**src/conv3_pkg.sv**
```systemverilog
// Shared constants, types and helpers for the 3x3 convolution core.
// No dependencies; imported by every other file of the block.
package conv3_pkg;

  localparam int MAX_WIDTH  = 1024;
  localparam int MAX_HEIGHT = 1024;
  localparam int COL_W      = $clog2(MAX_WIDTH);
  localparam int ROW_W      = $clog2(MAX_HEIGHT);
  localparam int SIZE_W     = 11;
  localparam int KROW_W     = 12;
  localparam int PIX_W      = 8;
  localparam int COEF_W     = 4;
  localparam int COORD_W    = 10;
  localparam int ADDR_W     = 5;
  localparam int DATA_W     = 32;

  localparam logic [2:0] REG_IMAGE_WIDTH  = 3'd0;
  localparam logic [2:0] REG_IMAGE_HEIGHT = 3'd1;
  localparam logic [2:0] REG_KERNEL_ROW0  = 3'd2;
  localparam logic [2:0] REG_KERNEL_ROW1  = 3'd3;
  localparam logic [2:0] REG_KERNEL_ROW2  = 3'd4;

  localparam logic [SIZE_W-1:0] WIDTH_RST  = SIZE_W'(300);
  localparam logic [SIZE_W-1:0] HEIGHT_RST = SIZE_W'(300);
  localparam logic [KROW_W-1:0] KROW0_RST  = KROW_W'(16);
  localparam logic [KROW_W-1:0] KROW1_RST  = KROW_W'(449);
  localparam logic [KROW_W-1:0] KROW2_RST  = KROW_W'(16);

  typedef logic [2:0][PIX_W-1:0]  pix_col_t;
  typedef logic [2:0][COEF_W-1:0] coef_col_t;

  typedef struct packed {
    logic [PIX_W-1:0]   edge_value;
    logic [COORD_W-1:0] out_row;
    logic [COORD_W-1:0] out_col;
    logic               last_result;
  } result_t;

  typedef struct packed {
    logic full;
    logic push;
  } fifo_ctl_t;

  function automatic logic [SIZE_W-1:0] clamp_size(input logic [SIZE_W-1:0] v,
                                                   input logic [SIZE_W-1:0] maxv);
    logic [SIZE_W-1:0] res;
    res = v;
    if (v < SIZE_W'(3)) res = SIZE_W'(3);
    else if (v > maxv)  res = maxv;
    return res;
  endfunction

endpackage

```
**src/conv3_cell.sv**
```systemverilog
// One window column cell: holds three stacked pixels, passes them on to
// the older neighbor and forms its weighted column sum. Depends on conv3_pkg.
module conv3_cell import conv3_pkg::*; (
  input  logic             clk,
  input  logic             shift_en,
  input  logic             calc_en,
  input  pix_col_t         col_in,
  input  coef_col_t        coef,
  output pix_col_t         col_out,
  output logic [PIX_W-1:0] part_out
);

  pix_col_t                pix_r;
  logic [PIX_W-1:0]        part_r;
  logic signed [12:0]      prod [3];
  logic [PIX_W-1:0]        part_nxt;

  always_comb begin
    for (int x = 0; x < 3; x++) begin
      prod[x] = $signed({1'b0, pix_r[x]}) * $signed(coef[x]);
    end
    part_nxt = prod[0][PIX_W-1:0] + prod[1][PIX_W-1:0] + prod[2][PIX_W-1:0];
  end

  always_ff @(posedge clk) begin
    if (shift_en) begin
      pix_r <= col_in;
    end
    if (calc_en) begin
      part_r <= part_nxt;
    end
  end

  assign col_out  = pix_r;
  assign part_out = part_r;

endmodule

```
**config.mk**
```make
export PLATFORM = sky130hd
export DESIGN_NAME = conv3_cell
export DESIGN_NICKNAME = d
export VERILOG_FILES = /design/src/conv3_pkg.sv /design/src/conv3_cell.sv
export SDC_FILE = /design/constraint.sdc
export NUM_CORES = 1
export LEC_CHECK = 0
export BUFFER_PORTS_ARGS = -buffer_cell sky130_fd_sc_hd__buf_4
export CAP_MARGIN = 20
export CORE_MARGIN = 1.5
export CORE_UTILIZATION = 45
export CTS_BUF_LIST = sky130_fd_sc_hd__clkbuf_4 sky130_fd_sc_hd__clkbuf_8
export DETAILED_ROUTE_END_ITERATION = 8
export HOLD_SLACK_MARGIN = 0.02
export PLACE_DENSITY = 0.68
export REMOVE_ABC_BUFFERS = 1
export SLEW_MARGIN = 40
export SYNTH_ARGS = -nofsm -noshare
export SYNTH_HDL_FRONTEND = slang
export SYNTH_SLANG_ARGS = --single-unit
```
**constraint.sdc**
```tcl
create_clock -name clk -period 10.5 [get_ports clk]
set_clock_uncertainty 0.05 [all_clocks]
set_input_delay 3.15 -clock clk [delete_from_list [all_inputs] [get_ports clk]]
set_output_delay 3.15 -clock clk [all_outputs]
set_load 0.005 [all_outputs]
```
Yosys cells after proc, flatten, opt, wreduce, memory -nomap -nowiden
Cells that the tools add are included.

word-level totals
  register bits = 32
  output and inout port bits = 32
  word-level logic and storage cells = 9

operators by class
  $add $sub $neg = 2
  multipliers = 3

operators by type and width
  operator                                     number
  9-bit by 4-bit multiplier with 8-bit output  3
  8-bit adder                                  2

Longest topological paths before layout
  word-level depth = 3
  mapped depth = 19
  depth with buffers taken out = 18

Worst setup path after synthesis
OpenSTA, ideal clock, no wires.

  kind = input-to-reg
  start point = input coef[4] (netlist name)
  end point = register part_r[7], in the netlist part_out[7], data pin
  setup time = 0.260 ns
  arrival = 7.601 ns
  data required time = 10.190 ns
  setup slack = 2.590 ns
  stages on the path = 19
  cells stage by stage = buf_4 -> and2_1 -> fa_1 -> inv_1 -> fa_1 -> inv_1 -> fa_1 -> inv_1 -> fa_1 -> inv_1 -> ha_1 -> fa_1 -> ha_1 -> fa_1 -> a21o_1 -> a21oi_1 -> xnor2_1 -> xnor2_1 -> xnor2_1

on the way
  longest elaborated chain between the ends = 3

ends and longest elaborated chain
  element                                      RTL line          source
  start: declaration                           conv3_cell.sv:8   input coef_col_t coef,
  9-bit by 4-bit multiplier with 8-bit output  conv3_cell.sv:20  prod[x] = $signed({1'b0, pix_r[x]}) * $signed(coef[x]);
  8-bit adder (2 in a row)                     conv3_cell.sv:22  part_nxt = prod[0][PIX_W-1:0] + prod[1][PIX_W-1:0] + prod[2][PIX_W-1:0];
  named net part_nxt[7]                        conv3_cell.sv:16  logic [PIX_W-1:0] part_nxt;
  end signal: assignment                       conv3_cell.sv:30  part_r <= part_nxt;
  end: declaration                             conv3_cell.sv:14  logic [PIX_W-1:0] part_r;

The timed path passes the listed nets, and every way through them passes these cells.
A chain may end at the register's enable or synchronous reset.

Worst setup path in the final report
  start point = input coef[10] (netlist name)
  end point = register part_r[7], in the netlist part_out[7], data pin

on the way
  longest elaborated chain between the ends = 2

ends and longest elaborated chain
  element                                      RTL line
  9-bit by 4-bit multiplier with 8-bit output  conv3_cell.sv:20
  8-bit adder                                  conv3_cell.sv:22
  named net part_nxt[7]                        conv3_cell.sv:16

The timed path passes the listed nets, and every way through them passes these cells.

==> impl_metrics.csv <==
group,metric,value,unit
run_status,status,"finished, final reports clean",
worst_setup_path,cp.arrival,7.75,ns
drt,first_pass_iters,5,
worst_setup_path,reg2reg_from,"col_out[17]$_DFFE_PP_",
layout,fin_nets,466,
hold_path,hold_path.class,"reg2reg",
drt,wl,5.84,mm
global_route,use_met2,0.314,
worst_setup_path,worstPathMaxFanout,6,
clocking,cts_setup_buffers,0,
sta,tightest_slew,0.305,ns
placed_design,port_buffers,70,
sta,fin_crit_sh,0.739,
sta,finalSetupTns,0,ns
global_route,grt_usage,0.177,
clocking,clock-sinks,32,
global_route,antenna_found_initial,0,
worst_setup_path,critPathTopFamily,"adder cells",
drt,num_vias,2092,
clocking,clk_latency,0.29,ns
synth,yosysUniqueCellTypes,19,
synth,ys_ff_latch,32,
global_route,top_usage_layer,"met2",
hold_path,min_from,"col_out[16]$_DFFE_PP_",
synth,syn-cell-area,0.00317,sq mm
drt,vias_per_cell,4.63,
global_route,grt_pass1_vias,2275,
drt,drc,0,
clocking,cts_buffer_depth,2,
worst_setup_path,r2r_slack,5.20,ns
sta,maxSlewHeadroom,0.797,
job,cap_violations,0,
worst_setup_path,timing.critical_path.from,"coef[10]",
synth,synth_area_per_cell,11.4,sq um
sta,fin_crit,7.76,ns
hold_path,holdPathStages,3,
sta,final_hold_viol_count,0,
worst_setup_path,cp-start-kind,"input pin",
clocking,hold_buffers,0,
layout,n_antenna_cell,0,
floorplan,dieArea,0.00756,sq mm
floorplan,core,0.00679,sq mm
placed_design,routabilityCongestion,0.771,
clocking,cts_tree,"done",
power_and_ir_drop,vdd.ir_drop.worst,193,uV
hold_path,hold_path_end,"part_out[0]$_DFFE_PP_",
global_route,gr-total-overflow,0,
worst_setup_path,r2r-end,"part_out[7]$_DFFE_PP_",
worst_setup_path,cp_slowest_cell,"fa_1",
global_route,gr-usage-met3,0.0370,
clocking,clk_pin_slew,0.08,ns
synth,synth_cells,279,
sta,fmax,129,MHz
worst_setup_path,crit_top_cell,"fa_1",
worst_setup_path,ff2ff_path_depth,18,
layout,areaGrowthSynthToFinish,23.7,%
clocking,cts_buffers,5,
clocking,cts-htree-levels,2,
global_route,grt_pass1_wl,10.1,mm
worst_setup_path,critical_path_class,"in2reg",
sta,drv_slew,0,
floorplan,fp.dieW,87.0,um
power_and_ir_drop,power.leakage,0.00185,uW
sta,rsz0062_at_grt,"false",
floorplan,initial_utilization,0.467,
global_route,grt_max_degree,25,
worst_setup_path,critPathMaxStageDelay,0.53,ns
sta,setup_violations,0,
layout,layout-drive-gt1-share,0.225,
clocking,cts-root-buf,"clkbuf_8",
worst_setup_path,critPathCaptureType,"flop",
worst_setup_path,cp.required,10.49,ns
drt,postRouteAntennaNets,0,
floorplan,die-height,87.0,um
drt,drt_iter0_drc,50,
synth,ys_seq_area_frac,0.303,
synth,yosys_warnings,0,
worst_setup_path,crit_chain,"buf_4 -> and2_1 -> fa_1 -> inv_1 -> fa_1 -> inv_1 -> fa_1 -> inv_1 -> fa_1 -> inv_1 -> ha_1 -> fa_1 -> ha_1 -> fa_1 -> a21o_1 -> a21oi_1 -> xnor2_1 -> xnor2_1 -> xnor2_1",
power_and_ir_drop,finalPower,1040,uW
clocking,cts_resized,0,
floorplan,rows,30,
worst_setup_path,critical_path_buf_inv_count,5,
drt,wl_per_cell,12.9,um
placed_design,post-dp-hpwl,5.00,mm
global_route,grt_use_met1,0.219,
floorplan,io_pins,71,
power_and_ir_drop,powerDensity,264,mW/mm^2
layout,final_util,0.578,
## state kept, by name, summed over array words and instances (netlist names)
register,flops
part_out,8
col_out,24
## kinds of logic after synthesis
kind of cell             Yosys count  share of synthesized area
AND/OR/NAND/NOR                   80                      0.127
AO/OA/AOI/OAI                      5                    0.00946
flip-flops                        32                      0.303
buffers and inverters             61                     0.0734
adder cells (fa/ha/maj)           72                      0.402
multiplexers                       1                    0.00355
XOR/XNOR                          28                     0.0817
## layout make-up
type,count,area (sq um)
Inverter,60,225
Fill cell,602,2870
Tap cell,96,120
Timing Repair Buffer,70,526
Clock buffer,5,68.8
Multi-Input combinational cell,186,1980
Clock inverter,3,46.3
Sequential cell,32,961
## Yosys cell counts (all sizes together)
cell / n / area (sq um)
a21o: 2 / 15.0
a21oi: 2 / 10.0
and2: 26 / 163
buf: 1 / 7.51
edfxtp: 32 / 961
fa: 50 / 1000
ha: 22 / 275
inv: 60 / 225
mux2: 1 / 11.3
nand2: 38 / 145
nand2b: 10 / 62.6
nand3: 1 / 5.00
nor2: 2 / 7.51
nor2b: 3 / 18.8
o21ai: 1 / 5.00
xnor2: 22 / 193
xnor3: 1 / 22.5
xor2: 5 / 43.8
## per-layer routing
metal / wire length, um / vias up / share of wire
met1: 2340 / 1026 / 0.40
met3: 277 / 10 / 0.047
met2: 3150 / 65 / 0.54
met5: 0 / - / 0
met4: 85 / 0 / 0.015
li1: - / 991 / -
## cell usage in the layout, fill, tap and decap left out
cell type   count
bufinv_16       1
a21oi_1         2
inv_1          60
fa_1           50
xnor3_1         1
xor2_1          5
clkinvlp_4      1
and2_1         26
buf_4          70
o21ai_0         1
xnor2_1        22
a21o_1          2
ha_1           22
nand3_1         1
nand2_2         1
edfxtp_1       32
clkbuf_8        5
nor2_1          2
inv_6           1
nand2b_1       10
nand2_1        37
mux2_2          1
nor2b_1         3
## worst min-delay path, stage by stage (launching register included)
cell      delay [ns]
edfxtp_1        0.46
nand2_1         0.14
xor2_1          0.10
xnor2_1         0.17
## worst max path at each step
stage / end / slack, ns / cells past startpoint
CTS: part_out[7]$_DFFE_PP_ / 2.72 / 19
floorplan: part_out[7]$_DFFE_PP_ / 2.68 / 18
detailed placement: part_out[7]$_DFFE_PP_ / 2.41 / 19
global placement: part_out[7]$_DFFE_PP_ / 2.47 / 19
global route: part_out[7]$_DFFE_PP_ / 2.47 / 19
finish: part_out[7]$_DFFE_PP_ / 2.74 / 19
## report_power, final
| group | internal, uW | switching [uW] |
|---|---|---|
| Combinational | 363 | 329 |
| Sequential | 207 | 12.0 |
| Clock | 71.5 | 52.1 |
| Total | 642 | 393 |
## stage by stage
stage / hold WS, ns / instance area (sq um) / std cells / setup WS, ns
finish: 0.930 / 3930 / 452 / 2.74
CTS: 0.926 / 3930 / 452 / 2.72
floorplan: 0.801 / 3160 / 278 / 2.68
global placement: 0.883 / 3810 / 444 / 2.47
detailed placement: 0.901 / 3810 / 444 / 2.41
global route: 0.980 / 3930 / 452 / 2.47
Note: power is estimated with default switching activity, not from simulation.
