### src/conv3_pkg.sv
// Shared constants, types and helpers for the 3x3 convolution core.
// No dependencies; imported by every other file of the block.
package conv3_pkg;

  localparam int MAX_WIDTH  = 1024;
  localparam int MAX_HEIGHT = 1024;
  localparam int COL_W      = $clog2(MAX_WIDTH);
  localparam int ROW_W      = $clog2(MAX_HEIGHT);
  localparam int SIZE_W     = 11;
  localparam int KROW_W     = 12;
  localparam int PIX_W      = 8;
  localparam int COEF_W     = 4;
  localparam int COORD_W    = 10;
  localparam int ADDR_W     = 5;
  localparam int DATA_W     = 32;

  localparam logic [2:0] REG_IMAGE_WIDTH  = 3'd0;
  localparam logic [2:0] REG_IMAGE_HEIGHT = 3'd1;
  localparam logic [2:0] REG_KERNEL_ROW0  = 3'd2;
  localparam logic [2:0] REG_KERNEL_ROW1  = 3'd3;
  localparam logic [2:0] REG_KERNEL_ROW2  = 3'd4;

  localparam logic [SIZE_W-1:0] WIDTH_RST  = SIZE_W'(300);
  localparam logic [SIZE_W-1:0] HEIGHT_RST = SIZE_W'(300);
  localparam logic [KROW_W-1:0] KROW0_RST  = KROW_W'(16);
  localparam logic [KROW_W-1:0] KROW1_RST  = KROW_W'(449);
  localparam logic [KROW_W-1:0] KROW2_RST  = KROW_W'(16);

  typedef logic [2:0][PIX_W-1:0]  pix_col_t;
  typedef logic [2:0][COEF_W-1:0] coef_col_t;

  typedef struct packed {
    logic [PIX_W-1:0]   edge_value;
    logic [COORD_W-1:0] out_row;
    logic [COORD_W-1:0] out_col;
    logic               last_result;
  } result_t;

  typedef struct packed {
    logic full;
    logic push;
  } fifo_ctl_t;

  function automatic logic [SIZE_W-1:0] clamp_size(input logic [SIZE_W-1:0] v,
                                                   input logic [SIZE_W-1:0] maxv);
    logic [SIZE_W-1:0] res;
    res = v;
    if (v < SIZE_W'(3)) res = SIZE_W'(3);
    else if (v > maxv)  res = maxv;
    return res;
  endfunction

endpackage

### src/conv3_if.sv


interface conv3_res_if import conv3_pkg::*; ();
  logic               valid;
  logic               ready;
  logic [PIX_W-1:0]   edge_value;
  logic [COORD_W-1:0] out_row;
  logic [COORD_W-1:0] out_col;
  logic               last_result;
  modport source (output valid, output edge_value, output out_row, output out_col,
                  output last_result, input ready);
  modport sink   (input valid, input edge_value, input out_row, input out_col,
                  input last_result, output ready);
endinterface

### src/conv3_out_fifo.sv
// Two-word result queue decoupling the pipeline from the result channel.
// Depends on conv3_pkg and conv3_if.
module conv3_out_fifo import conv3_pkg::*; (
  input  logic               clk,
  input  logic               rst_n,
  input  fifo_ctl_t          ctl_in,
  input  result_t            word_in,
  output logic               full,
  conv3_res_if.source        out_chan
);

  result_t     mem_r [2];
  logic        wr_ptr_r;
  logic        rd_ptr_r;
  logic [1:0]  cnt_r;
  logic [1:0]  cnt_nxt;
  logic        pop;
  result_t     head;

  assign pop  = out_chan.valid && out_chan.ready;
  assign full = (cnt_r == 2'd2);

  always_comb begin
    cnt_nxt = cnt_r;
    if (ctl_in.push && !pop) cnt_nxt = cnt_r + 2'd1;
    else if (!ctl_in.push && pop) cnt_nxt = cnt_r - 2'd1;
  end

  always_ff @(posedge clk) begin
    if (!rst_n) begin
      wr_ptr_r <= 1'b0;
      rd_ptr_r <= 1'b0;
      cnt_r    <= 2'd0;
    end else begin
      cnt_r <= cnt_nxt;
      if (ctl_in.push) wr_ptr_r <= ~wr_ptr_r;
      if (pop)         rd_ptr_r <= ~rd_ptr_r;
    end
  end

  always_ff @(posedge clk) begin
    if (ctl_in.push) begin
      mem_r[wr_ptr_r] <= word_in;
    end
  end

  assign head                 = mem_r[rd_ptr_r];
  assign out_chan.valid       = (cnt_r != 2'd0);
  assign out_chan.edge_value  = head.edge_value;
  assign out_chan.out_row     = head.out_row;
  assign out_chan.out_col     = head.out_col;
  assign out_chan.last_result = head.last_result;

  a_no_overflow: assert property (@(posedge clk) disable iff (!rst_n)
    !(ctl_in.push && ctl_in.full && !pop))
    else $error("result word pushed into full queue");

  a_cnt_range: assert property (@(posedge clk) disable iff (!rst_n)
    cnt_r != 2'd3)
    else $error("queue count out of range");

  a_ptr_cnt: assert property (@(posedge clk) disable iff (!rst_n)
    (cnt_r == 2'd0 || cnt_r == 2'd2) |-> (wr_ptr_r == rd_ptr_r))
    else $error("queue pointers disagree with count");

endmodule

### src/flat_wrapper.sv
// flat-port wrapper written by rule: the top's interface ports become plain ports
module conv3_out_fifo_flat import conv3_pkg::*;
  (clk, rst_n, ctl_in, word_in, full, out_chan_valid, out_chan_edge_value, out_chan_out_row, out_chan_out_col, out_chan_last_result, out_chan_ready);
  conv3_res_if out_chan_i ();
  input  logic clk;
  input  logic rst_n;
  input  fifo_ctl_t ctl_in;
  input  result_t word_in;
  output logic full;
  output wire logic [$bits(out_chan_i.valid)-1:0] out_chan_valid;
  output wire logic [$bits(out_chan_i.edge_value)-1:0] out_chan_edge_value;
  output wire logic [$bits(out_chan_i.out_row)-1:0] out_chan_out_row;
  output wire logic [$bits(out_chan_i.out_col)-1:0] out_chan_out_col;
  output wire logic [$bits(out_chan_i.last_result)-1:0] out_chan_last_result;
  input wire logic [$bits(out_chan_i.ready)-1:0] out_chan_ready;
  assign out_chan_valid = out_chan_i.valid;
  assign out_chan_edge_value = out_chan_i.edge_value;
  assign out_chan_out_row = out_chan_i.out_row;
  assign out_chan_out_col = out_chan_i.out_col;
  assign out_chan_last_result = out_chan_i.last_result;
  assign out_chan_i.ready = out_chan_ready;
  conv3_out_fifo u_core (.clk(clk), .rst_n(rst_n), .ctl_in(ctl_in), .word_in(word_in), .full(full), .out_chan(out_chan_i));
endmodule
### config.mk
export PLATFORM = sky130hd
export DESIGN_NAME = conv3_out_fifo_flat
export DESIGN_NICKNAME = d
export VERILOG_FILES = /design/src/conv3_pkg.sv /design/src/conv3_if.sv /design/src/conv3_out_fifo.sv /design/src/flat_wrapper.sv
export SDC_FILE = /design/constraint.sdc
export NUM_CORES = 1
export LEC_CHECK = 0
export BUFFER_PORTS_ARGS = -buffer_cell sky130_fd_sc_hd__buf_2
export CAP_MARGIN = 20
export CORE_ASPECT_RATIO = 1.25
export CORE_MARGIN = 2
export CORE_UTILIZATION = 51
export DETAILED_ROUTE_END_ITERATION = 16
export GPL_TIMING_DRIVEN = 0
export PLACE_DENSITY = 0.78
export SLEW_MARGIN = 20
export SYNTH_ARGS = -nofsm -noshare
export SYNTH_HDL_FRONTEND = slang
export SYNTH_SLANG_ARGS = --single-unit
export TNS_END_PERCENT = 30
### constraint.sdc
create_clock -name clk -period 2.95 [get_ports clk]
set_input_delay 0.59 -clock clk [delete_from_list [all_inputs] [get_ports clk]]
set_output_delay 0.59 -clock clk [all_outputs]
set_load 0.05 [all_outputs]
# == Word level (Yosys, flattened, before mapping) ==
# Memory sizes are Yosys's and may differ from the RTL's. A register that Yosys moved wholly into a read port is not among the register bits.
# Index checks and enable logic that the tools add are counted.
# op_classes
add_sub_neg,2
n_eq_ne,1
n_mux,6
bitwise_logic,2
reduce_logical,7
# op_table
op,count
$mux 1,4
$mux 2,2
$reduce_bool 2->1,2
$logic_and 1x1->1,3
$add 2x1->2 const B,1
$eq 2x2->1 const B,1
$logic_not 1->1,2
$not 1->1,2
$sub 2x1->2 const B,1
# word_totals
regBits,4
ram_bits,58
in_bits,34
output_inout_bits,31
word_cells,22
n_memories,1
# memory_table
name,depth,word_bits,read_ports,rd_ports_with_merged_regs,wr,line,text
u_core.mem_r,2,29,1,1,1,conv3_out_fifo.sv:12,result_t mem_r [2];

# == Depth between registers and ports, before layout ==
# logic_depth
word_depth,5
ltp_mapped,5
depth_no_buf,5

# == Least setup slack after synthesis ==
# Ideal clock, no wire load.
# synth_path
path_type,input to register
start,input ctl_in[0] in the netlist's numbering
end,"memory u_core.mem_r[0][0] in the netlist's numbering, enable pin"
setup_ns,0.420
arrival_time_ns,1.940
required_time_ns,2.530
slack_ns,0.590
path_stages,1
n_path_buf,0
path_cell_list,nor2b_1
# synth_between
elab_chain_cells,2
# synth_rtl
item,line,text
start: declaration,flat_wrapper.sv:7,input fifo_ctl_t ctl_in;
$mux 1,conv3_out_fifo.sv:42,if (ctl_in.push) begin
$mux 1 (not written as such),conv3_out_fifo.sv:43,mem_r[wr_ptr_r] <= word_in;
end: declaration,conv3_out_fifo.sv:12,
# No other way between the ends.

==> reports/metrics.yaml <==
layout:
  fin_area_mm2: 0.00288
  n_antenna_cell: 0
  drive_gt1_frac: 0.571
  nets: 222
  final_cell_mix: "buf_2 (64), edfxtp_1 (58), mux2_2 (29)"
  areaGrowthSynthToFinish_pct: 24.8
  final_common_cell: "buf_2"
  stdcell_count: 249
  fillers: 323
  final_core_util: 0.656
die:
  rows: 27
  core_mm2: 0.00439
  initial_core_util: 0.526
  dieHeight_um: 79.2
  die_area_mm2: 0.00508
  die_w_um: 64.2
  num_io_pins: 65
critical_path:
  path_cells: "buf_4 > buf_4 > mux2_2 > buf_2"
  worstSetupPathDepth: 4
  slowest_stage: "mux2_2"
  crit_buf_inv: 3
  critPathRequiredTime_ns: 2.36
  r2r_start: "u_core.cnt_r[0]$_SDFFE_PN0P_"
  crit_top_cell: "buf_4"
  arrival_ns: 1.60
  rr_endpoint: "u_core.cnt_r[1]$_SDFFE_PN0P_"
  crit_end: "out_chan_out_row[3]"
  startpoint_type: "register"
  cp_max_fo: 10
  r2r_cells: 5
  cpPeakStageDelay_ns: 0.35
  end_kind: "output pin"
  r2r_slack_ns: 1.41
  crit_family: "buffers and inverters"
  path_class: "reg -> out"
clock_tree:
  cts_max_path_buffers: 2
  insertion_delay_ns: 0.32
  post_cts_resize_count: 0
  cts_tree: "yes"
  path_clk_slew_ns: 0.06
  cts_root_buf: "clkbuf_8"
  cts_setup_buffers: 0
  holdBufCountCts: 0
  cts.sinks: 63
  cts_max_level: 3
  cts_inserted_buffers: 9
route:
  drtIter0Drc: 41
  avgViaCountPerCell: 4.88
  drt-total-wl_mm: 3.82
  postRouteAntennaNets: 0
  drc: 0
  dr.pass1.iters: 6
  vias: 1214
  wl_per_cell_um: 15.3
sta:
  fin_crit_sh: 0.743
  finalHoldViolations: 0
  period_needed_ns: 2.19
  setup_viol: 0
  report.final.slew_viol_count: 0
  fmax_mhz: 456
  fin_skew_ns: 0.00500
  rsz0062_at_grt: "no"
  worstMarginPinSlew_ns: 0.697
  max-slew-margin-rel: 0.535
  timing.final.ws_setup_ns: 0.759
global_routing:
  grt.overflow.total: 0
  grtUsageTotal: 0.164
  grt_max_degree: 30
  grt_pass1_wl_mm: 5.90
  antenna_found_initial: 0
  grt_pass1_vias: 1331
placed_design:
  routabilityCongestion: 0.671
  preCtsSetupSlack_ns: 1.08
  hpwl_mm: 2.69
  io_buffers: 63
  dp_cells: 234
  post_dp_cell_area_mm2: 0.00273
yosys:
  synth.top_cell.area_share: 0.754
  syn_inst: 112
  yosys-top-cells-area: "edfxtp_1 (75%), mux2_2 (14%), dfxtp_1 (4.3%), and2_1 (1.1%), nor2b_1 (0.81%)"
  netlist_area_mm2: 0.00231
  syn_area_per_cell_um2: 20.6
  netlist-cell-type-count: 16
  synth_nets: 147
  synth_top_area_cell: "edfxtp_1"
  ys_seq_area_frac: 0.798
  synth-seq-cells: 63
  ys_warn_count: 0
pwr:
  leakagePower_nw: 1.10
  powerDensity_mw_per_mm2: 902
  ir_drop_mv: 0.662
run:
  maxCapViolations: 0
status:
  status: "finished clean"
min_path:
  hp-class: "in -> reg"
## routing by layer
layer | share of wire | GRT usage | vias up
li1 | - | - | 582
met1 | 0.37 | 0.156 | 581
met2 | 0.57 | 0.293 | 42
met3 | 0.039 | 0.0482 | 9
met4 | 0.020 | 0.121 | 0
met5 | 0 | 0 | -
## Yosys cell counts
library cell	instances
edfxtp_1	58
mux2_2	29
dfxtp_1	5
and2_1	4
nor2b_1	3
buf_4	2
xnor2_1	2
a21boi_1	1
buf_2	1
ha_1	1
o21a_1	1
o21ai_0	1
o21ai_1	1
or2_2	1
or3_1	1
xor2_1	1
## worst reg2reg max path: stages, from the launching register on
cell,delay [ns]
dfxtp_1,0.43
o21ai_1,0.13
ha_1,0.22
xor2_1,0.17
or3_1,0.34
a21boi_1,0.18
## logic make-up after synthesis
family / synth area share
multiplexers: 0.141
AO/OA/AOI/OAI: 0.0108
XOR/XNOR: 0.0114
AND/OR/NAND/NOR: 0.0244
adder cells (fa/ha/maj): 0.00542
buffers and inverters: 0.00867
flip-flops: 0.798
## stage by stage
| stage | TNS [ns] | hold slack, ns | total power [mW] |
|---|---|---|---|
| 6_report | 0 | 0.452 | 2.60 |
| 5_1_grt | 0 | 0.429 | 2.70 |
| 4_1_cts | 0 | 0.438 | 2.62 |
| 3_5_place_dp | 0 | 0.592 | 2.05 |
| 3_3_place_gp | -2.15 | 0.485 | 2.01 |
| 2_1_floorplan | 0 | 0.474 | 1.85 |
## registers in the layout (all words and copies together) (netlist names), named ones only
| name | flops |
|---|---|
| u_core.rd_ptr_r | 1 |
| u_core.wr_ptr_r | 1 |
| u_core.mem_r | 58 |
| u_core.cnt_r | 2 |
## worst min-delay path by stage
stage          cells past startpoint  slack (ns)                          from                            end
2_1_floorplan                      2        0.47  u_core.cnt_r[1]$_SDFFE_PN0P_   u_core.cnt_r[1]$_SDFFE_PN0P_
3_3_place_gp                       2        0.49  u_core.cnt_r[1]$_SDFFE_PN0P_   u_core.cnt_r[1]$_SDFFE_PN0P_
3_5_place_dp                       2        0.59  u_core.cnt_r[1]$_SDFFE_PN0P_   u_core.cnt_r[1]$_SDFFE_PN0P_
4_1_cts                            1        0.44                   word_in[24]  u_core.mem_r[1][24]$_DFFE_PP_
5_1_grt                            1        0.43                   word_in[25]  u_core.mem_r[1][25]$_DFFE_PP_
6_report                           1        0.45                   word_in[16]  u_core.mem_r[0][16]$_DFFE_PP_
## power breakdown
part	internal [mW]	total, mW	switching (mW)	leakage [nW]
Combinational	0.298	0.942	0.644	0.438
Sequential	1.05	1.08	0.0344	0.586
Clock	0.297	0.573	0.276	0.0749
## final cells by class
cell class,count,area (um^2),area share
Sequential cell,63,1840,0.639
Buffer,3,20.0,0.00695
Timing Repair Buffer,64,343,0.119
Tap cell,58,72.6,0.0252
Clock buffer,13,139,0.0482
Clock inverter,2,8.76,0.00304
Multi-Input combinational cell,46,455,0.158
(Power assumes the default switching activity.)
